--- src/sv/lgrs_pkg.sv ---
`default_nettype none
// ----------------------------------------------------------------------------
// lgrs_pkg: shared types for the Life row stencil
// Word formats, cell control group and queue sizing.
// ----------------------------------------------------------------------------
package lgrs_pkg;

    localparam int ROW_W   = 64;
    localparam int CFG_W   = 7;
    localparam int Q_DEPTH = 4;
    localparam int Q_PTR_W = $clog2(Q_DEPTH);
    localparam int Q_CNT_W = $clog2(Q_DEPTH + 1);

    typedef struct packed {
        logic [ROW_W-1:0] row_bits;
        logic             first_row;
        logic             last_row;
    } src_word_t;

    typedef struct packed {
        logic [ROW_W-1:0] next_row;
        logic             last_out;
    } dst_word_t;

    typedef struct packed {
        logic load;
        logic start;
        logic last;
    } cell_ctl_t;

endpackage
`default_nettype wire

--- src/sv/life_generation_row_stencil_top.sv ---
`default_nettype none
// ----------------------------------------------------------------------------
// life_generation_row_stencil_top: one Life generation (B3/S23), row stream
// A chain of column cells holds the two buffered rows; each row word after the
// first yields the next-generation row above it; the bottom row yields two.
//
//   channel | handshake              | word
//   src     | src_valid / src_ready  | src_word  (row_bits, first_row, last_row)
//   dst     | dst_valid / dst_ready  | dst_word  (next_row, last_out)
//   cfg     | cfg_we                 | cfg_data  (board_width)
//
// One row word per cycle while src_ready is high; results enter the queue.
// The bottom row pushes two words into the output queue, so src_ready drops
// while more than two words are queued (four-entry queue sets this).
// Reset empties the queue and the row buffer; board_width returns to
// BOARD_WIDTH. A stalled dst side holds words in the queue, not in the cells.
// ----------------------------------------------------------------------------
module life_generation_row_stencil_top #(
    parameter int BOARD_WIDTH = 64
) (
    input  wire logic                    clk,
    input  wire logic                    rst_n,
    input  wire logic                    src_valid,
    output logic                         src_ready,
    input  wire lgrs_pkg::src_word_t     src_word,
    output logic                         dst_valid,
    input  wire logic                    dst_ready,
    output lgrs_pkg::dst_word_t          dst_word,
    input  wire logic                    cfg_we,
    input  wire logic [lgrs_pkg::CFG_W-1:0] cfg_data
);
    import lgrs_pkg::*;

    logic [CFG_W-1:0]       board_width_reg;
    logic                   empty_reg;
    logic                   empty_next;
    cell_ctl_t              ctl;
    logic                   room;
    logic [BOARD_WIDTH-1:0] active;
    logic [BOARD_WIDTH-1:0] row_m;
    logic [BOARD_WIDTH+1:0] u_pad;
    logic [BOARD_WIDTH+1:0] m_pad;
    logic [BOARD_WIDTH+1:0] r_pad;
    logic [BOARD_WIDTH-1:0] own_u;
    logic [BOARD_WIDTH-1:0] own_m;
    logic [ROW_W-1:0]       next_a;
    logic [ROW_W-1:0]       next_b;
    logic [1:0]             push_n;
    dst_word_t              push_w0;
    dst_word_t              push_w1;

    assign src_ready = room;
    assign ctl.load  = src_valid & src_ready;
    assign ctl.start = src_word.first_row | empty_reg;
    assign ctl.last  = src_word.last_row;

    assign u_pad = {1'b0, own_u, 1'b0};
    assign m_pad = {1'b0, own_m, 1'b0};
    assign r_pad = {1'b0, row_m, 1'b0};

    for (genvar j = 0; j < BOARD_WIDTH; j++)
    begin : g_col
        assign active[j] = board_width_reg > CFG_W'(j);
        assign row_m[j]  = src_word.row_bits[j] & active[j];

        lgrs_cell u_cell (
            .clk    (clk),
            .ctl    (ctl),
            .active (active[j]),
            .row_in (row_m[j]),
            .lft_u  (u_pad[j]),
            .lft_m  (m_pad[j]),
            .lft_r  (r_pad[j]),
            .rgt_u  (u_pad[j+2]),
            .rgt_m  (m_pad[j+2]),
            .rgt_r  (r_pad[j+2]),
            .own_u  (own_u[j]),
            .own_m  (own_m[j]),
            .next_a (next_a[j]),
            .next_b (next_b[j])
        );
    end

    if (BOARD_WIDTH < ROW_W)
    begin : g_dead
        assign next_a[ROW_W-1:BOARD_WIDTH] = '0;
        assign next_b[ROW_W-1:BOARD_WIDTH] = '0;
    end

    always_comb
    begin
        push_w1.next_row = next_b;
        push_w1.last_out = 1'b1;
        push_n           = 2'd0;
        if (ctl.start)
        begin
            push_w0 = push_w1;
            if (ctl.load && ctl.last)
            begin
                push_n = 2'd1;
            end
        end
        else
        begin
            push_w0.next_row = next_a;
            push_w0.last_out = 1'b0;
            if (ctl.load)
            begin
                push_n = ctl.last ? 2'd2 : 2'd1;
            end
        end
    end

    always_comb
    begin
        empty_next = empty_reg;
        if (ctl.load)
        begin
            empty_next = ctl.last;
        end
    end

    always_ff @(posedge clk or negedge rst_n)
    begin
        if (!rst_n)
        begin
            board_width_reg <= CFG_W'(BOARD_WIDTH);
            empty_reg       <= 1'b1;
        end
        else
        begin
            if (cfg_we)
            begin
                board_width_reg <= cfg_data;
            end
            empty_reg <= empty_next;
        end
    end

    lgrs_out_queue u_queue (
        .clk       (clk),
        .rst_n     (rst_n),
        .push_n    (push_n),
        .push_w0   (push_w0),
        .push_w1   (push_w1),
        .room      (room),
        .dst_valid (dst_valid),
        .dst_ready (dst_ready),
        .dst_word  (dst_word)
    );

endmodule
`default_nettype wire

--- src/sv/lgrs_cell.sv ---
`default_nettype none
// ----------------------------------------------------------------------------
// lgrs_cell: one board column
// Holds the column bit of the two buffered rows, trades bits with both
// neighbors and produces the column bit of both possible result rows.
// ----------------------------------------------------------------------------
module lgrs_cell (
    input  wire logic              clk,
    input  wire lgrs_pkg::cell_ctl_t ctl,
    input  wire logic              active,
    input  wire logic              row_in,
    input  wire logic              lft_u,
    input  wire logic              lft_m,
    input  wire logic              lft_r,
    input  wire logic              rgt_u,
    input  wire logic              rgt_m,
    input  wire logic              rgt_r,
    output logic                   own_u,
    output logic                   own_m,
    output logic                   next_a,
    output logic                   next_b
);
    import lgrs_pkg::*;

    logic upper_reg;
    logic upper_next;
    logic middle_reg;
    logic middle_next;
    logic [7:0] nbr_a;
    logic [7:0] nbr_b;
    logic ab_l;
    logic ab_c;
    logic ab_r;

    function automatic logic life_bit(input logic [7:0] nbrs, input logic self);
        logic [3:0] cnt;
        cnt = '0;
        for (int k = 0; k < 8; k++)
        begin
            cnt = cnt + {3'b000, nbrs[k]};
        end
        return (cnt == 4'd3) || (self && (cnt == 4'd2));
    endfunction

    assign own_u = upper_reg & active;
    assign own_m = middle_reg & active;

    // neighbors of the middle held row: rows above and below it, and its sides
    assign nbr_a = {lft_u, own_u, rgt_u, lft_m, rgt_m, lft_r, row_in, rgt_r};

    // new bottom row: above is the held middle row, or dead on a new board
    assign ab_l  = lft_m & ~ctl.start;
    assign ab_c  = own_m & ~ctl.start;
    assign ab_r  = rgt_m & ~ctl.start;
    assign nbr_b = {ab_l, ab_c, ab_r, lft_r, rgt_r, 3'b000};

    assign next_a = active & life_bit(nbr_a, own_m);
    assign next_b = active & life_bit(nbr_b, row_in);

    always_comb
    begin
        upper_next  = upper_reg;
        middle_next = middle_reg;
        if (ctl.load)
        begin
            if (ctl.last)
            begin
                upper_next  = 1'b0;
                middle_next = 1'b0;
            end
            else if (ctl.start)
            begin
                upper_next  = 1'b0;
                middle_next = row_in;
            end
            else
            begin
                upper_next  = middle_reg;
                middle_next = row_in;
            end
        end
    end

    always_ff @(posedge clk)
    begin
        upper_reg  <= upper_next;
        middle_reg <= middle_next;
    end

endmodule
`default_nettype wire

--- src/sv/lgrs_out_queue.sv ---
`default_nettype none
// ----------------------------------------------------------------------------
// lgrs_out_queue: result word queue
// Four-entry queue taking up to two words per cycle, giving one if dst_ready.
// ----------------------------------------------------------------------------
module lgrs_out_queue (
    input  wire logic                 clk,
    input  wire logic                 rst_n,
    input  wire logic [1:0]           push_n,
    input  wire lgrs_pkg::dst_word_t  push_w0,
    input  wire lgrs_pkg::dst_word_t  push_w1,
    output logic                      room,
    output logic                      dst_valid,
    input  wire logic                 dst_ready,
    output lgrs_pkg::dst_word_t       dst_word
);
    import lgrs_pkg::*;

    dst_word_t            mem_reg [Q_DEPTH];
    logic [Q_PTR_W-1:0]   rd_ptr_reg;
    logic [Q_PTR_W-1:0]   rd_ptr_next;
    logic [Q_PTR_W-1:0]   wr_ptr_reg;
    logic [Q_PTR_W-1:0]   wr_ptr_next;
    logic [Q_CNT_W-1:0]   count_reg;
    logic [Q_CNT_W-1:0]   count_next;
    logic [Q_PTR_W-1:0]   wr_ptr_plus1;
    logic                 pop;

    assign room         = count_reg <= Q_CNT_W'(Q_DEPTH - 2);
    assign dst_valid    = count_reg != '0;
    assign dst_word     = mem_reg[rd_ptr_reg];
    assign pop          = dst_valid & dst_ready;
    assign wr_ptr_plus1 = wr_ptr_reg + Q_PTR_W'(1);

    always_comb
    begin
        rd_ptr_next = rd_ptr_reg + Q_PTR_W'(pop);
        wr_ptr_next = wr_ptr_reg + Q_PTR_W'(push_n);
        count_next  = count_reg + Q_CNT_W'(push_n) - Q_CNT_W'(pop);
    end

    always_ff @(posedge clk)
    begin
        if (push_n != 2'd0)
        begin
            mem_reg[wr_ptr_reg] <= push_w0;
        end
        if (push_n == 2'd2)
        begin
            mem_reg[wr_ptr_plus1] <= push_w1;
        end
    end

    always_ff @(posedge clk or negedge rst_n)
    begin
        if (!rst_n)
        begin
            rd_ptr_reg <= '0;
            wr_ptr_reg <= '0;
            count_reg  <= '0;
        end
        else
        begin
            rd_ptr_reg <= rd_ptr_next;
            wr_ptr_reg <= wr_ptr_next;
            count_reg  <= count_next;
        end
    end

    a_count_bound: assert property (@(posedge clk) disable iff (!rst_n)
        count_reg <= Q_CNT_W'(Q_DEPTH))
        else $error("queue count above depth");

    a_ptr_gap: assert property (@(posedge clk) disable iff (!rst_n)
        (wr_ptr_reg - rd_ptr_reg) == count_reg[Q_PTR_W-1:0])
        else $error("queue pointers disagree with count");

    a_push_room: assert property (@(posedge clk) disable iff (!rst_n)
        (push_n != 2'd0) |-> room)
        else $error("push into a queue without room");

    a_pop_only: assert property (@(posedge clk) disable iff (!rst_n)
        (pop && (push_n == 2'd0)) |=> (count_reg == $past(count_reg) - Q_CNT_W'(1)))
        else $error("pop did not drain one word");

endmodule
`default_nettype wire
--- config.mk ---
export PLATFORM = sky130hd
export DESIGN_NAME = life_generation_row_stencil_top
export DESIGN_NICKNAME = d
export VERILOG_FILES = /design/src/sv/lgrs_pkg.sv /design/src/sv/life_generation_row_stencil_top.sv /design/src/sv/lgrs_cell.sv /design/src/sv/lgrs_out_queue.sv
export SDC_FILE = /design/constraint.sdc
export NUM_CORES = 2
export LEC_CHECK = 0
export BUFFER_PORTS_ARGS = -buffer_cell sky130_fd_sc_hd__buf_2
export CAP_MARGIN = 20
export CORE_ASPECT_RATIO = 2
export CORE_MARGIN = 2
export CORE_UTILIZATION = 30
export CTS_CLUSTER_DIAMETER = 40
export DETAILED_ROUTE_END_ITERATION = 6
export GPL_TIMING_DRIVEN = 0
export PLACE_DENSITY = 0.45
export REMOVE_ABC_BUFFERS = 1
export SYNTH_ARGS = -nofsm -noshare
export SYNTH_HDL_FRONTEND = slang
export SYNTH_SLANG_ARGS = --single-unit
--- constraint.sdc ---
create_clock -name clk -period 4.5 [get_ports clk]
set_input_delay 0 -clock clk [delete_from_list [all_inputs] [get_ports clk]]
set_output_delay 0 -clock clk [all_outputs]
set_load 0.005 [all_outputs]
==> metrics.yaml <==
final.period_utilization_pct: 107
clkSlewWorstSetupHoldPaths_ns: 0.07
setup_tns_ns: -30.32
vias_per_cell: 5.10
p_per_area_nw_per_um2: 465
synth.top_cell.area_share_pct: 31.2
hold_class: "primary input to flip-flop"
ys.flop_type: "edfxtp_1"
violations: "negative setup slack"
synth.top_cells.by_area: "edfxtp_1, fa_1, ha_1"
ys_ff_latch: 403
finalWirelength_um: 139000
area_growth_pct: 40.2
critPathLaunchType: "flip-flop"
worst_slew_pin_slew_ns: 1.16
skew_ns: 0.0341
setup_slack_ns: -0.320
yosys_warnings: 0
synthCells: 3555
ys_seq_area_share_pct: 32.4
r2r_end: "u_queue.mem_reg[0][15]"
status: "finished with violations"
cts_sinks: 403
max_freq_mhz: 207
p_leak_nw: 22.3
cts_made_buffers: 59
initial_core_util_pct: 30.2
cts_buffer_depth: 3
wl_per_cell_um: 23.7
overflow: 0
worst_hold_path.endpoint: "g_col[0].u_cell.middle_reg"
drive_gt1_share_pct: 38.3
irDropWorstVdd_v: 0.000375
synthMuxAreaShare_pct: 4.74
preCtsSetupSlack_ns: -2.45
whs_path_depth: 4
period_needed_ns: 4.82
die_area_um2: 126000
synth_edf_count: 384
place_hpwl_um: 96600
grt_pass1_wl_um: 199000
grt_max_degree: 80
io_pins: 145
synth_area_leader_cell: "edfxtp_1"
r2r_cells: 16
drt-pass1-iter-count: 7
syn_avg_cell_area_um2: 10.4
drtIter0Drc: 1575
slew_violations: 0
maxCapViolations: 0
reg2reg_slack_ns: -0.32
arrival_ns: 5.33
grt_pass1_vias: 31389
antenna_found_initial: 9
drc_errors: 0
reg2reg_from: "board_width_reg[6]"
placed_cell_area_um2: 40500
synthXorXnorAreaFrac_pct: 0.166
finalHoldViolCount: 0
total_power_mw: 24.1
h-tree-depth: 2
crit_path_end_kind: "flip-flop"
routabilityCongestion: 0.810
grtUsageTotal_pct: 21.5
portBuffers: 144
synth_adder_area_share_pct: 31.4
final_area_um2: 51900
synth_top_family_by_area: "adder cells"
worst_ep_required_time_ns: 5.01
cts_tree: "done"
rows: 182
nets: 5026
die_x_um: 252
rsz0062_at_grt: "true"
hp-start: "src_word[2]"
clk_latency_ns: 0.68
routed-via-count: 29895
syn_area_um2: 37000
utilization_pct: 42.3
synth_cell_types: 71
synth-simple-area-share_pct: 11.8
ant_nets: 0
die_y_um: 501
cp_max_fo: 6
largest_reg_flops: 260
slew_headroom_pct: 22.3
setup_viol: 199
core-area_um2: 123000
path_class: "flip-flop to flip-flop"
clockRootBuffer: "clkbuf_16"
ys_async_sr_fraction_pct: 3.72
synth_compound_area_share_pct: 10.1
==> synthesized netlist by cell type, types with 65 or more instances <==
library cell,number
clkbuf_1,82
o22ai_1,152
nand2_1,286
mux4_2,65
edfxtp_1,384
inv_1,785
nor2b_1,101
ha_1,322
fa_1,379
o21ai_0,99
and2_1,127
nor2_1,158
==> repair_timing <==
action,4_1_cts,5_1_grt
hold buffers,91,0
endpoints found under the hold margin,176,0
buffers inserted,231,244
endpoints found under the setup margin,256,245
cloned,3,1
resized for setup,548,606
pin swaps,214,353
==> area by class of cell <==
cell class / instances / area, um2
Fill cell: 11614 / 70800
Multi-Input combinational cell: 2236 / 25600
Sequential cell: 403 / 12000
Timing Repair Buffer: 762 / 7400
Inverter: 785 / 3000
Tap cell: 1564 / 1960
Clock buffer: 67 / 1530
Clock inverter: 44 / 444
Antenna cell: 2 / 5.00
==> worst max-delay path: stages, from the launching register on <==
cell and delay (ns):
dfstp_4 0.52, buf_12 0.16, or3_4 0.44, buf_12 0.15, a41o_4 0.24, and2_4 0.18, ha_4 0.27, inv_2 0.03
fa_1 0.47, inv_1 0.05, fa_1 0.47, fa_2 0.37, inv_2 0.06, fa_2 0.42, or4b_4 0.58, o21ai_1 0.10
o2bb2ai_1 0.13
==> per-layer routing <==
metal	global-route usage (%)	wire, um
met1	23.1	49300
met5	0	70
met2	41.3	75800
met3	2.36	6200
met4	10.1	7660
==> cells by family (layout without fill, tap and decap cells) <==
kind of cell / Yosys count / in the layout
other: 0 / 2
xor gates and xnor gates: 7 / 7
buffers and inverters: 918 / 1658
and+or+nand+nor: 876 / 878
muxes: 93 / 93
DFF: 403 / 403
adders and majority gates: 701 / 701
AOI/OAI and AO/OA: 557 / 557
==> per-stage QoR <==
stage / instances / hold slack (ns)
after floorplan: 3422 / -0.296
after global placement: 5130 / -0.0407
after detailed placement: 5195 / -0.0447
after CTS: 5630 / 0.00697
after global routing: 5862 / 0.0273
final: 5863 / 0.0122
==> cells in the final DEF (no fill, tap or decap), types with 46 or more instances in the layout <==
cell | netlist | layout
inv_1 | 785 | 644
edfxtp_1 | 384 | 384
buf_4 | 1 | 327
ha_1 | 322 | 267
fa_1 | 379 | 253
nand2_1 | 286 | 219
buf_2 | 35 | 143
nor2_1 | 158 | 137
fa_2 | 0 | 126
inv_2 | 0 | 125
dlygate4sd3_1 | 0 | 91
buf_6 | 0 | 90
and2_1 | 127 | 82
nor2b_1 | 101 | 81
o22ai_1 | 152 | 77
o22ai_2 | 0 | 75
mux4_2 | 65 | 65
clkbuf_16 | 0 | 61
ha_4 | 0 | 55
buf_12 | 0 | 55
o21ai_0 | 99 | 54
and2_4 | 0 | 46
==> report_power, final <==
group | switching (mW) | internal, mW | total (mW)
logic | 8.00 | 6.15 | 14.1
clock network | 2.14 | 2.69 | 4.83
registers | 0.373 | 4.78 | 5.15
==> worst max-delay path by stage <==
stage | startpoint | endpoint | slack [ns] | cells after the start
2_1_floorplan | empty_reg | u_queue.mem_reg[0][11] | -2.42 | 10
3_3_place_gp | empty_reg | u_queue.mem_reg[0][11] | -10.56 | 10
3_5_place_dp | board_width_reg[1] | u_queue.mem_reg[3][46] | -2.45 | 14
4_1_cts | board_width_reg[5] | u_queue.mem_reg[3][12] | -0.36 | 18
5_1_grt | board_width_reg[0] | u_queue.mem_reg[3][41] | -0.51 | 20
6_report | board_width_reg[6] | u_queue.mem_reg[0][15] | -0.32 | 16
Power figures use the tool's default switching activity.
